`src/design/mtd_pkg.sv`:
```
// Shared types, constants and helpers for the Manchester edge timing decoder.
package mtd_pkg;

    localparam int TICKS_W   = 8;
    localparam int HALF_W    = 7;
    localparam int TOL_W     = 6;
    localparam int WORD_W    = 8;
    localparam int CNT_W     = 4;
    localparam int ONES_W    = 2;
    localparam int MODE_W    = 2;
    localparam int APB_AW    = 3;
    localparam int APB_DW    = 32;

    localparam int BITS_PER_WORD_DEF = 8;
    localparam int START_ONES_DEF    = 3;

    localparam logic [HALF_W-1:0] HALF_RESET = 7'd7;
    localparam logic [TOL_W-1:0]  TOL_RESET  = 6'd2;

    // register index, taken from paddr[2]
    localparam logic REG_HALF = 1'b0;
    localparam logic REG_TOL  = 1'b1;

    typedef enum logic [MODE_W-1:0] {
        MODE_WAIT  = 2'd0,
        MODE_SYNC  = 2'd1,
        MODE_START = 2'd2,
        MODE_MSG   = 2'd3
    } t_mode;

    typedef struct packed {
        logic [HALF_W-1:0] half_ticks;
        logic [TOL_W-1:0]  tol_ticks;
    } t_cfg;

    // ticks lies within nominal +/- tol, lower bound clamped at zero
    function automatic logic in_window(input logic [TICKS_W-1:0] ticks,
                                       input logic [TICKS_W-1:0] nominal,
                                       input logic [TOL_W-1:0]   tol);
        logic [TICKS_W:0] lo_sum;
        logic [TICKS_W:0] hi_sum;
        lo_sum = {1'b0, ticks} + {{(TICKS_W+1-TOL_W){1'b0}}, tol};
        hi_sum = {1'b0, nominal} + {{(TICKS_W+1-TOL_W){1'b0}}, tol};
        return (lo_sum >= {1'b0, nominal}) && ({1'b0, ticks} <= hi_sum);
    endfunction

endpackage

```
`src/design/mtd_apb_regs.sv`:
```
// APB configuration registers: half period and tolerance.
module mtd_apb_regs (
    input  logic                          i_clk,
    input  logic                          i_rst_n,
    input  logic                          psel,
    input  logic                          penable,
    input  logic                          pwrite,
    input  logic [mtd_pkg::APB_AW-1:0]    paddr,
    input  logic [mtd_pkg::APB_DW-1:0]    pwdata,
    output logic [mtd_pkg::APB_DW-1:0]    prdata,
    output logic                          pready,
    output mtd_pkg::t_cfg                 o_cfg
);

    logic [mtd_pkg::HALF_W-1:0] r_half;
    logic [mtd_pkg::TOL_W-1:0]  r_tol;
    logic                       wr_en;

    assign wr_en = psel && penable && pwrite;
    assign pready = 1'b1;

    always_ff @(posedge i_clk) begin
        if (!i_rst_n) begin
            r_half <= mtd_pkg::HALF_RESET;
            r_tol  <= mtd_pkg::TOL_RESET;
        end else if (wr_en) begin
            case (paddr[2])
                mtd_pkg::REG_HALF: r_half <= pwdata[mtd_pkg::HALF_W-1:0];
                mtd_pkg::REG_TOL:  r_tol  <= pwdata[mtd_pkg::TOL_W-1:0];
                default: ;
            endcase
        end
    end

    always_comb begin
        case (paddr[2])
            mtd_pkg::REG_HALF: prdata = {{(mtd_pkg::APB_DW-mtd_pkg::HALF_W){1'b0}}, r_half};
            mtd_pkg::REG_TOL:  prdata = {{(mtd_pkg::APB_DW-mtd_pkg::TOL_W){1'b0}}, r_tol};
            default:           prdata = '0;
        endcase
    end

    assign o_cfg.half_ticks = r_half;
    assign o_cfg.tol_ticks  = r_tol;

endmodule

```
`src/design/mtd_core.sv`:
```
// Edge classifier, bit decoder and word assembler with input and result registers.
module mtd_core #(
    parameter int BITS_PER_WORD = mtd_pkg::BITS_PER_WORD_DEF,
    parameter int START_ONES    = mtd_pkg::START_ONES_DEF
) (
    input  logic                          i_clk,
    input  logic                          i_rst_n,
    input  mtd_pkg::t_cfg                 i_cfg,
    input  logic                          i_in_valid,
    output logic                          o_in_stall,
    input  logic [mtd_pkg::TICKS_W-1:0]   i_interval_ticks,
    input  logic                          i_pin_level,
    output logic                          o_out_valid,
    input  logic                          i_out_stall,
    output logic                          o_byte_valid,
    output logic [mtd_pkg::WORD_W-1:0]    o_data_byte,
    output logic                          o_timing_error,
    output logic [mtd_pkg::MODE_W-1:0]    o_receiver_mode
);

    localparam int WORD_SHIFT = mtd_pkg::WORD_W - BITS_PER_WORD;
    localparam logic [mtd_pkg::CNT_W-1:0]  CNT_LAST  = mtd_pkg::CNT_W'(BITS_PER_WORD);
    localparam logic [mtd_pkg::ONES_W-1:0] ONES_LAST = mtd_pkg::ONES_W'(START_ONES);

    // input register
    logic                        r_in_valid;
    logic [mtd_pkg::TICKS_W-1:0] r_in_ticks;
    logic                        r_in_level;

    // decoder state
    mtd_pkg::t_mode              r_mode,   n_mode;
    logic [mtd_pkg::ONES_W-1:0]  r_ones,   n_ones;
    logic [mtd_pkg::WORD_W-1:0]  r_shift,  n_shift;
    logic [mtd_pkg::CNT_W-1:0]   r_cnt,    n_cnt;
    logic                        r_cur,    n_cur;
    logic                        r_half,   n_half;

    // result register
    logic                        r_out_valid;
    logic                        r_out_bvalid, n_out_bvalid;
    logic [mtd_pkg::WORD_W-1:0]  r_out_byte,   n_out_byte;
    logic                        r_out_err,    n_out_err;
    logic [mtd_pkg::MODE_W-1:0]  r_out_mode;

    logic                        advance;
    logic                        in_take;
    logic                        is_half;
    logic                        is_full;
    logic                        take;
    logic                        dbit;
    logic                        err;
    logic [mtd_pkg::WORD_W-1:0]  shift_in;
    logic [mtd_pkg::CNT_W-1:0]   cnt_inc;
    logic [mtd_pkg::ONES_W-1:0]  ones_inc;
    logic                        word_done;

    assign advance    = r_in_valid && (!r_out_valid || !i_out_stall);
    assign o_in_stall = r_in_valid && !advance;
    assign in_take    = i_in_valid && !o_in_stall;

    assign is_half = mtd_pkg::in_window(r_in_ticks, {1'b0, i_cfg.half_ticks}, i_cfg.tol_ticks);
    assign is_full = mtd_pkg::in_window(r_in_ticks, {i_cfg.half_ticks, 1'b0}, i_cfg.tol_ticks);

    // decode one bit per pair of half intervals or per full interval: T+T repeats, 2T inverts
    always_comb begin
        take = 1'b0;
        dbit = r_cur;
        err  = 1'b0;
        if (r_mode != mtd_pkg::MODE_WAIT) begin
            if (r_half) begin
                if (is_half) take = 1'b1;
                else         err  = 1'b1;
            end else if (!is_half) begin
                if (is_full) begin
                    take = 1'b1;
                    dbit = !r_cur;
                end else begin
                    err = 1'b1;
                end
            end
        end
    end

    assign shift_in  = {dbit, r_shift[mtd_pkg::WORD_W-1:1]};
    assign cnt_inc   = r_cnt + 1'b1;
    assign ones_inc  = r_ones + 1'b1;
    assign word_done = take && (r_mode == mtd_pkg::MODE_MSG) && (cnt_inc >= CNT_LAST);

    // next state
    always_comb begin
        n_mode  = r_mode;
        n_ones  = r_ones;
        n_shift = r_shift;
        n_cnt   = r_cnt;
        n_cur   = r_cur;
        n_half  = r_half;
        if (r_mode == mtd_pkg::MODE_WAIT) begin
            if (is_full) begin
                n_half = 1'b0;
                n_cur  = r_in_level;
                n_ones = '0;
                n_mode = mtd_pkg::MODE_SYNC;
            end
        end else if (err) begin
            n_mode = mtd_pkg::MODE_WAIT;
        end else if (r_half) begin
            n_half = 1'b0;
        end else if (is_half) begin
            n_half = 1'b1;
        end else begin
            n_cur = dbit;
        end

        if (take) begin
            case (r_mode)
                mtd_pkg::MODE_SYNC: begin
                    if (dbit) begin
                        n_ones = mtd_pkg::ONES_W'(1);
                        if (START_ONES <= 1) begin
                            n_shift = '0;
                            n_cnt   = '0;
                            n_mode  = mtd_pkg::MODE_MSG;
                        end else begin
                            n_mode = mtd_pkg::MODE_START;
                        end
                    end
                end
                mtd_pkg::MODE_START: begin
                    if (dbit) begin
                        n_ones = ones_inc;
                        if (ones_inc >= ONES_LAST) begin
                            n_shift = '0;
                            n_cnt   = '0;
                            n_mode  = mtd_pkg::MODE_MSG;
                        end
                    end else begin
                        n_mode = mtd_pkg::MODE_WAIT;
                    end
                end
                mtd_pkg::MODE_MSG: begin
                    if (word_done) begin
                        n_shift = '0;
                        n_cnt   = '0;
                    end else begin
                        n_shift = shift_in;
                        n_cnt   = cnt_inc;
                    end
                end
                default: ;
            endcase
        end
    end

    // result fields
    always_comb begin
        n_out_bvalid = word_done;
        n_out_byte   = word_done ? (shift_in >> WORD_SHIFT) : '0;
        n_out_err    = err;
    end

    always_ff @(posedge i_clk) begin
        if (!i_rst_n) begin
            r_in_valid  <= 1'b0;
            r_out_valid <= 1'b0;
            r_mode      <= mtd_pkg::MODE_WAIT;
            r_ones      <= '0;
            r_shift     <= '0;
            r_cnt       <= '0;
            r_cur       <= 1'b0;
            r_half      <= 1'b0;
        end else begin
            if (in_take)      r_in_valid <= 1'b1;
            else if (advance) r_in_valid <= 1'b0;

            if (advance)           r_out_valid <= 1'b1;
            else if (!i_out_stall) r_out_valid <= 1'b0;

            if (advance) begin
                r_mode  <= n_mode;
                r_ones  <= n_ones;
                r_shift <= n_shift;
                r_cnt   <= n_cnt;
                r_cur   <= n_cur;
                r_half  <= n_half;
            end
        end
    end

    // payload registers: hold while stalled
    always_ff @(posedge i_clk) begin
        if (in_take) begin
            r_in_ticks <= i_interval_ticks;
            r_in_level <= i_pin_level;
        end
        if (advance) begin
            r_out_bvalid <= n_out_bvalid;
            r_out_byte   <= n_out_byte;
            r_out_err    <= n_out_err;
            r_out_mode   <= n_mode;
        end
    end

    assign o_out_valid     = r_out_valid;
    assign o_byte_valid    = r_out_bvalid;
    assign o_data_byte     = r_out_byte;
    assign o_timing_error  = r_out_err;
    assign o_receiver_mode = r_out_mode;

    a_byte_in_msg: assert property (@(posedge i_clk) disable iff (!i_rst_n)
        (r_out_valid && r_out_bvalid) |-> (r_out_mode == mtd_pkg::MODE_MSG))
        else $error("word delivered outside message mode");

    a_err_to_wait: assert property (@(posedge i_clk) disable iff (!i_rst_n)
        (r_out_valid && r_out_err) |-> (r_out_mode == mtd_pkg::MODE_WAIT))
        else $error("timing error without return to waiting");

    a_byte_zero: assert property (@(posedge i_clk) disable iff (!i_rst_n)
        (r_out_valid && !r_out_bvalid) |-> (r_out_byte == '0))
        else $error("data byte nonzero without valid word");

    a_cnt_range: assert property (@(posedge i_clk) disable iff (!i_rst_n)
        r_cnt < CNT_LAST)
        else $error("bit count reached word length");

    a_state_hold: assert property (@(posedge i_clk) disable iff (!i_rst_n)
        !$past(advance) && $past(i_rst_n) |-> $stable(r_mode) && $stable(r_cnt))
        else $error("decoder state moved without an edge word");

endmodule

```
`src/design/manchester_edge_timing_decoder.sv`:
```
// Top level of the Manchester edge timing decoder.
//
//  channel  | handshake                     | payload
//  ---------+-------------------------------+--------------------------------------------
//  input    | i_in_valid / o_in_stall       | i_interval_ticks, i_pin_level
//  output   | o_out_valid / i_out_stall     | o_byte_valid, o_data_byte, o_timing_error,
//           |                               | o_receiver_mode
//  config   | psel, penable, pwrite, pready | paddr, pwdata, prdata
//
// One word per edge, one result word per edge, one word per cycle sustained while the output is not stalled.
// Each word passes an input register, then the state update and window
// compares ahead of the result register.
// Reset (i_rst_n low, synchronous) clears decoder state and both valid flags;
// half period returns to 7 ticks, tolerance to 2.
// A stalled output holds its word; the input register fills and then stalls.
module manchester_edge_timing_decoder #(
    parameter int BITS_PER_WORD = mtd_pkg::BITS_PER_WORD_DEF,
    parameter int START_ONES    = mtd_pkg::START_ONES_DEF
) (
    input  logic                          i_clk,
    input  logic                          i_rst_n,
    input  logic                          psel,
    input  logic                          penable,
    input  logic                          pwrite,
    input  logic [mtd_pkg::APB_AW-1:0]    paddr,
    input  logic [mtd_pkg::APB_DW-1:0]    pwdata,
    output logic [mtd_pkg::APB_DW-1:0]    prdata,
    output logic                          pready,
    input  logic                          i_in_valid,
    output logic                          o_in_stall,
    input  logic [mtd_pkg::TICKS_W-1:0]   i_interval_ticks,
    input  logic                          i_pin_level,
    output logic                          o_out_valid,
    input  logic                          i_out_stall,
    output logic                          o_byte_valid,
    output logic [mtd_pkg::WORD_W-1:0]    o_data_byte,
    output logic                          o_timing_error,
    output logic [mtd_pkg::MODE_W-1:0]    o_receiver_mode
);

    mtd_pkg::t_cfg cfg;

    mtd_apb_regs u_regs (
        .i_clk   (i_clk),
        .i_rst_n (i_rst_n),
        .psel    (psel),
        .penable (penable),
        .pwrite  (pwrite),
        .paddr   (paddr),
        .pwdata  (pwdata),
        .prdata  (prdata),
        .pready  (pready),
        .o_cfg   (cfg)
    );

    mtd_core #(
        .BITS_PER_WORD (BITS_PER_WORD),
        .START_ONES    (START_ONES)
    ) u_core (
        .i_clk            (i_clk),
        .i_rst_n          (i_rst_n),
        .i_cfg            (cfg),
        .i_in_valid       (i_in_valid),
        .o_in_stall       (o_in_stall),
        .i_interval_ticks (i_interval_ticks),
        .i_pin_level      (i_pin_level),
        .o_out_valid      (o_out_valid),
        .i_out_stall      (i_out_stall),
        .o_byte_valid     (o_byte_valid),
        .o_data_byte      (o_data_byte),
        .o_timing_error   (o_timing_error),
        .o_receiver_mode  (o_receiver_mode)
    );

endmodule
```
`config.mk`:
```
export PLATFORM = sky130hd
export DESIGN_NAME = manchester_edge_timing_decoder
export DESIGN_NICKNAME = d
export VERILOG_FILES = /design/src/design/mtd_pkg.sv /design/src/design/mtd_apb_regs.sv /design/src/design/mtd_core.sv /design/src/design/manchester_edge_timing_decoder.sv
export SDC_FILE = /design/constraint.sdc
export NUM_CORES = 1
export LEC_CHECK = 0
export ABC_AREA = 1
export BUFFER_PORTS_ARGS = -buffer_cell sky130_fd_sc_hd__buf_2
export CAP_MARGIN = 25
export CORE_ASPECT_RATIO = 2
export CORE_MARGIN = 2
export CORE_UTILIZATION = 38
export CTS_BUF_LIST = sky130_fd_sc_hd__clkbuf_4
export CTS_CLUSTER_DIAMETER = 100
export DETAILED_ROUTE_END_ITERATION = 10
export PLACE_DENSITY_LB_ADDON = 0.3
export SETUP_SLACK_MARGIN = 0.5
export SLEW_MARGIN = 20
export SYNTH_ARGS = -nofsm -noshare
export SYNTH_HDL_FRONTEND = slang
export SYNTH_SLANG_ARGS = --single-unit
```
`constraint.sdc`:
```
create_clock -name i_clk -period 4.1 [get_ports i_clk]
set_input_delay 0.615 -clock i_clk [delete_from_list [all_inputs] [get_ports i_clk]]
set_output_delay 0.615 -clock i_clk [all_outputs]
set_load 0.02 [all_outputs]
```
# Word level (Yosys, flattened, before mapping)
# Index checks and enable logic that the tools add are counted.
dict set report word_totals {
  output_inout_bits 47
  in_bits 51
  word_cells 112
  regBits 54
}
dict set report op_classes {
  eq_ne 10
  n_bitwise 1
  n_reduce_logical 24
  addsub 5
  n_lt_le_gt_ge 6
  mux 50
}
# operator count
set op_table {}
lappend op_table {{32-bit one-hot mux with 2 select lines} 1}
lappend op_table {{1-bit 2-to-1 mux} 27}
lappend op_table {{2-bit 2-to-1 mux} 12}
lappend op_table {{8-bit 2-to-1 mux} 3}
lappend op_table {{8-bit by 6-bit adder with 9-bit output} 2}
lappend op_table {{8-bit by 9-bit <= comparator with 1-bit output} 2}
lappend op_table {{8-bit one-hot mux with 2 select lines} 1}
lappend op_table {{4-bit 2-to-1 mux} 3}
lappend op_table {{5-bit AND reduction} 2}
lappend op_table {{9-bit by 7-bit greater-or-equal comparator with 1-bit output} 1}
lappend op_table {{9-bit by 8-bit greater-or-equal comparator with 1-bit output} 1}
lappend op_table {{1-bit logical AND} 9}
lappend op_table {{7-bit by 6-bit adder with 8-bit output} 1}
lappend op_table {{2-bit by 1-bit != test with 1-bit output (second input constant)} 4}
lappend op_table {{2-bit one-hot mux with 2 select lines} 2}
lappend op_table {{4-bit one-hot mux with 2 select lines} 1}
lappend op_table {{2-bit != test (second input constant)} 3}
lappend op_table {{2-bit nonzero test} 3}
lappend op_table {{1-bit zero test} 5}
lappend op_table {{4-bit by 1-bit adder with 4-bit output (second input constant)} 1}
lappend op_table {{2-bit == test (second input constant)} 2}
lappend op_table {{4-bit greater-or-equal comparator (second input constant)} 1}
lappend op_table {{2-bit AND reduction} 2}
lappend op_table {{3-bit AND reduction} 1}
lappend op_table {{6 further kinds} 6}

# Logic depth before layout (Yosys ltp)
dict set report logic_depth {
  depth_word 13
  depth_mapped 25
}

# By module
# A second synthesis with hierarchy kept.
dict set report unflattened {
  cells_unflattened 551
  area_unflattened_um2 4130.2
}
# module n_inst area_each_um2 cells_per_inst
set by_module_without_submodules {}
lappend by_module_without_submodules {mtd_core 1 3314.4 425}
lappend by_module_without_submodules {mtd_apb_regs 1 815.8 126}

# Worst setup path after synthesis
# OpenSTA, ideal clock, no wires.
dict set report synth_path {
  path_kind {register to register}
  start {reg u_regs.r_tol[0] (netlist bit)}
  end {reg u_core.r_shift[7] (netlist bit)}
  setup_ns 0.118
  arrival_time_ns 3.105
  stages_incl_launch_ff 25
  slack_ns 0.877
  path_cell_list {dfxtp_1 > ha_1 > inv_1 > fa_1 > o21ai_2 > xor2_1 > inv_1 > ha_1 > nand2_1 > inv_1 > nand2_1 > nand3_1 > nand2_1 > nand3_1 > nor2_4 > a21oi_2 > nor2_2 > nand3_2 > nand2_4 > nand2_4 > nand2_4 > nand2_8 > buf_12 > o21ai_2 > nor2_1}
}
dict set report synth_via {
  elab_chain_len 11
  elab_cells_between_ends 24
}
# item line_no
set synth_lines {}
lappend synth_lines {{start: declaration} mtd_apb_regs.sv:16} ;# logic [mtd_pkg::TOL_W-1:0] r_tol;
lappend synth_lines {{start signal: assignment} mtd_apb_regs.sv:25} ;# r_tol <= mtd_pkg::TOL_RESET;
lappend synth_lines {{start signal: assignment} mtd_apb_regs.sv:29} ;# mtd_pkg::REG_TOL: r_tol <= pwdata[mtd_pkg::TOL_W-1:0];
lappend synth_lines {{8-bit by 6-bit adder with 9-bit output (on tied branches)} {mtd_pkg.sv:42, mtd_pkg.sv:43}}
lappend synth_lines {{9-bit by 8-bit greater-or-equal comparator with 1-bit output or 8-bit by 9-bit <= comparator with 1-bit output (tied branches)} mtd_pkg.sv:44} ;# return (lo_sum >= {1'b0, nominal}) && ({1'b0, ticks} <= hi_sum);
lappend synth_lines {{1-bit logical AND} mtd_pkg.sv:44}
lappend synth_lines {{1-bit 2-to-1 mux} mtd_core.sv:74} ;# if (is_full) begin
lappend synth_lines {{1-bit 2-to-1 mux} mtd_core.sv:73} ;# end else if (!is_half) begin
lappend synth_lines {{1-bit 2-to-1 mux} mtd_core.sv:70} ;# if (r_half) begin
lappend synth_lines {{1-bit 2-to-1 mux} mtd_core.sv:69} ;# if (r_mode != mtd_pkg::MODE_WAIT) begin
lappend synth_lines {{1-bit logical AND (2 in series)} mtd_core.sv:87} ;# assign word_done = take && (r_mode == mtd_pkg::MODE_MSG) && (cnt_inc >= CNT_LAST);
lappend synth_lines {{8-bit 2-to-1 mux} mtd_core.sv:141} ;# if (word_done) begin
lappend synth_lines {{8-bit one-hot mux with 2 select lines} mtd_core.sv:115} ;# case (r_mode)
lappend synth_lines {{end signal: assignment} mtd_core.sv:181} ;# r_shift <= n_shift;
lappend synth_lines {{end: declaration} mtd_core.sv:33} ;# logic [mtd_pkg::WORD_W-1:0] r_shift, n_shift;
# Parallel ways exist; a longest one is shown, timed or not.
# A chain may end at the register's enable or synchronous reset.

# Final worst setup path
dict set report layout_path {
  start {reg u_core.r_in_ticks[0] (netlist bit)}
  end {reg u_core.r_shift[6] (netlist bit)}
}
dict set report layout_via {
  elab_chain_len 11
  elab_cells_between_ends 22
}
# item line_no
set layout_lines {}
lappend layout_lines {{start: declaration} mtd_core.sv:27} ;# logic [mtd_pkg::TICKS_W-1:0] r_in_ticks;
lappend layout_lines {{start signal: assignment} mtd_core.sv:192} ;# r_in_ticks <= i_interval_ticks;
lappend layout_lines {{8-bit by 6-bit adder with 9-bit output} mtd_pkg.sv:42} ;# lo_sum = {1'b0, ticks} + {{(TICKS_W+1-TOL_W){1'b0}}, tol};
lappend layout_lines {{9-bit by 8-bit greater-or-equal comparator with 1-bit output} mtd_pkg.sv:44}
lappend layout_lines {{1-bit logical AND} mtd_pkg.sv:44}
lappend layout_lines {{1-bit 2-to-1 mux} mtd_core.sv:74}
lappend layout_lines {{1-bit 2-to-1 mux} mtd_core.sv:73}
lappend layout_lines {{1-bit 2-to-1 mux} mtd_core.sv:70}
lappend layout_lines {{1-bit 2-to-1 mux} mtd_core.sv:69}
lappend layout_lines {{1-bit logical AND (2 in series)} mtd_core.sv:87}
lappend layout_lines {{8-bit 2-to-1 mux} mtd_core.sv:141}
lappend layout_lines {{8-bit one-hot mux with 2 select lines} mtd_core.sv:115}
# Parallel ways exist; a longest one is shown, timed or not.

==> flow_metrics.py <==
metrics = {
    "layout": {
        "layout.nets": 712,
        "multi_input_area_um2": 2810,
        "fill_cells": 1036,
        "regArea_um2": 1290,
        "area_delta_synth_final_pct": 23.2,
        "drive_above_1_share": 0.295,
    },
    "floorplan": {
        "start_util": 0.392,
        "dieArea_um2": 11800,
        "ios": 98,
        "die_y_um": 152,
        "dieWidth_um": 77.8,
        "coreArea_um2": 10500,
        "rows": 53,
    },
    "power_and_ir_drop": {
        "p_leak_nw": 2.36,
        "peakVddDrop_mv": 0.278,
        "power_density_nw_per_um2": 277,
    },
    "sta": {
        "slew_headroom": 0.665,
        "fmax_mhz": 277,
        "fin_tns_setup_ns": 0,
        "whs_ns": 0.372,
        "period_share": 0.879,
        "finClkSkew_ns": 0.0200,
        "worst_slew_pin_slew_ns": 0.500,
        "slew_viol_final": 0,
        "setup_viol": 0,
        "rsz0062_at_grt": "true",
        "min_period_ns": 3.60,
        "finalHoldViolCount": 0,
    },
    "drt": {
        "first_pass_iters": 4,
        "vias": 3692,
        "wl_um": 11000,
        "routedWlPerCell_um": 14.8,
        "avgViaCountPerCell": 4.96,
        "drtIter0Drc": 98,
        "route.detailed.drc": 0,
        "antenna_left": 0,
    },
    "cts": {
        "cts_hold_buf": 0,
        "htree_levels": 2,
        "cts_tree": "built",
        "cts_made_buffers": 5,
        "cts-root-buf": "clkbuf_4",
        "path_clk_slew_ns": 0.16,
        "clk_latency_ns": 0.40,
        "cts_buffer_depth": 2,
        "cts.sinks": 53,
    },
    "grt": {
        "grt_pass1_vias": 3626,
        "gr-total-overflow": 0,
        "antenna_found_initial": 1,
        "grt_use_total": 0.182,
        "grt_max_degree": 21,
        "grt_pass1_wl_um": 16600,
    },
    "logic_synthesis": {
        "yosys_warnings": 0,
        "synth.area.top_cells": "ha_1, dfxtp_1, edfxtp_1, nand2_1, inv_1",
        "ys_seq_area_frac": 0.307,
        "yosysTopAreaCellShare": 0.160,
        "synth_area_leader_cell": "ha_1",
        "yosysMostFrequentCell": "nand2_1",
        "syn_avg_cell_area_um2": 7.76,
        "synth.distinct_cells": 40,
        "synth_edf_count": 21,
        "syn_inst": 533,
        "ys_ff_latch": 53,
        "synth_ff_type": "dfxtp_1",
        "async_reset_ff_frac": 0,
        "ys_top_cells_by_count": "nand2_1, inv_1, ha_1, nor2_1, a21oi_1",
        "syn_area_um2": 4140,
    },
    "critical_path": {
        "crit_slowest_cell": "edfxtp_1",
        "cp_max_fo": 5,
        "worst_setup_path_start_kind": "register",
        "crit_required_ns": 4.44,
        "crit_path_cell_trace": "ha_2 > inv_2 > fa_2 > o21ai_2 > xor2_1 > inv_2 > ha_4 > nand2_4 > nor2_4 > nand2_1 > nand3_2 > nand2_2 > nand3_2 > nor2_4 > nand2_2 > nand2_4 > nand2_4 > nand3_4 > nor2_4 > buf_12 > nand2_8 > nand2_1 > o21ai_2 > nor2_2",
        "critical-path-top-delay-family": "simple AND/OR/NAND/NOR gates",
        "path_buf_inv": 3,
        "max_stage_delay_ns": 0.45,
        "critPathKind": "reg2reg",
        "endpoint_kind": "register",
        "crit_arrival_ns": 3.94,
    },
    "placement": {
        "place_hpwl_um": 8530,
        "numPortBuffers": 44,
        "gp_congestion": 0.915,
    },
    "job": {
        "maxCapViolCount": 0,
    },
    "outcome": {
        "status": "finished, final reports clean",
    },
    "hold_path": {
        "hp-class": "in2reg",
    },
}
## timing repair
action / 4_1_cts / 5_1_grt
pin swaps: 2 / 42
resized for setup: 10 / 79
cloned: 1 / 2
setup buffers: 1 / 19
setup endpoints to repair: 23 / 26
## metrics by stage
step / utilization / area, um^2 / power (mW) / instances / worst slack, ns
6_report: 0.483 / 5100 / 1.41 / 744 / 0.495
5_1_grt: 0.483 / 5100 / 1.49 / 744 / 0.330
4_1_cts: 0.433 / 4570 / 1.34 / 722 / 0.500
3_5_place_dp: 0.419 / 4420 / 0.968 / 712 / 0.349
2_1_floorplan: - / 4230 / 0.881 / 557 / 0.877
3_3_place_gp: 0.419 / 4420 / 0.956 / 712 / 0.388
## sequential cells by signal, summed over array words and instances (netlist names), 2 cells and up
signal                  cells
u_core.r_in_ticks           8
u_core.r_ones               2
u_regs.r_half               7
u_core.o_data_byte          8
u_regs.r_tol                6
u_core.r_shift              7
u_core.r_mode               2
u_core.o_receiver_mode      2
u_core.r_cnt                4
## final cells by class
cell class | count | share of cell area
Multi-Input combinational cell | 397 | 0.551
Sequential cell | 53 | 0.253
Timing Repair Buffer | 68 | 0.0835
Inverter | 80 | 0.0589
Tap cell | 137 | 0.0336
Clock inverter | 3 | 0.0128
Clock buffer | 5 | 0.00736
Antenna cell | 1 | 0.000491
## worst reg2reg max path, cell delays in order, from the launching register on
cell      delay [ns]
edfxtp_1        0.45
ha_2            0.22
inv_2           0.04
fa_2            0.40
o21ai_2         0.20
xor2_1          0.20
inv_2           0.09
ha_4            0.29
nand2_4         0.06
nor2_4          0.11
nand2_1         0.07
nand3_2         0.07
nand2_2         0.05
nand3_2         0.08
nor2_4          0.06
nand2_2         0.07
nand2_4         0.07
nand2_4         0.07
nand3_4         0.12
nor2_4          0.36
buf_12          0.17
nand2_8         0.06
nand2_1         0.08
o21ai_2         0.06
nor2_2          0.09
## routing by layer
layer / GRT usage / share of wire / vias up
li1: - / - / 1831
met1: 0.152 / 0.32 / 1716
met2: 0.370 / 0.57 / 94
met3: 0.0237 / 0.034 / 51
met4: 0.140 / 0.083 / 0
met5: 0 / 0 / -
## kinds of logic (layout without fill, tap and decap cells)
group	after synthesis	in the layout	synth area share
xor+xnor	16	16	0.0339
buf+inv	110	156	0.128
other cells	2	27	0.00182
simple gates	206	209	0.227
flops	53	53	0.307
fa+ha+maj	56	56	0.175
compound gates	90	90	0.126
## power breakdown
group	total (mW)	internal, mW	switching [mW]
Combinational	0.459	0.178	0.281
Clock	0.364	0.189	0.175
Sequential	0.589	0.568	0.0210
Total	1.41	0.934	0.477
## path summary, 6_finish.rpt
path	startpoint	to	slack, ns	depth (start not counted)
max	u_core.r_in_ticks[0]	u_core.r_shift[6]	0.50	24
min	i_interval_ticks[1]	u_core.r_in_ticks[1]	0.37	1
max reg2reg	u_core.r_in_ticks[0]	u_core.r_shift[6]	0.50	24
min reg2reg	u_core.r_cnt[3]	u_core.r_cnt[3]	0.49	2
## cell usage in the layout, fill, tap and decap left out, types with 4 or more instances in the layout
cell type	count
nand2_8	5
conb_1	26
clkbuf_4	5
nand3_2	5
nor2_1	38
xor2_1	9
o21ai_0	26
a21oi_2	7
edfxtp_1	21
nand2_1	88
ha_1	43
ha_4	9
o21ai_1	4
inv_1	70
buf_4	22
nand2_4	9
nor2_2	7
dfxtp_1	25
o21ai_2	8
nand4_1	4
dfxtp_2	4
a21oi_1	36
nand3_1	19
nor2_4	5
inv_2	9
nand2_2	20
buf_2	44
xnor2_1	7
Power figures use the tool's default switching activity.
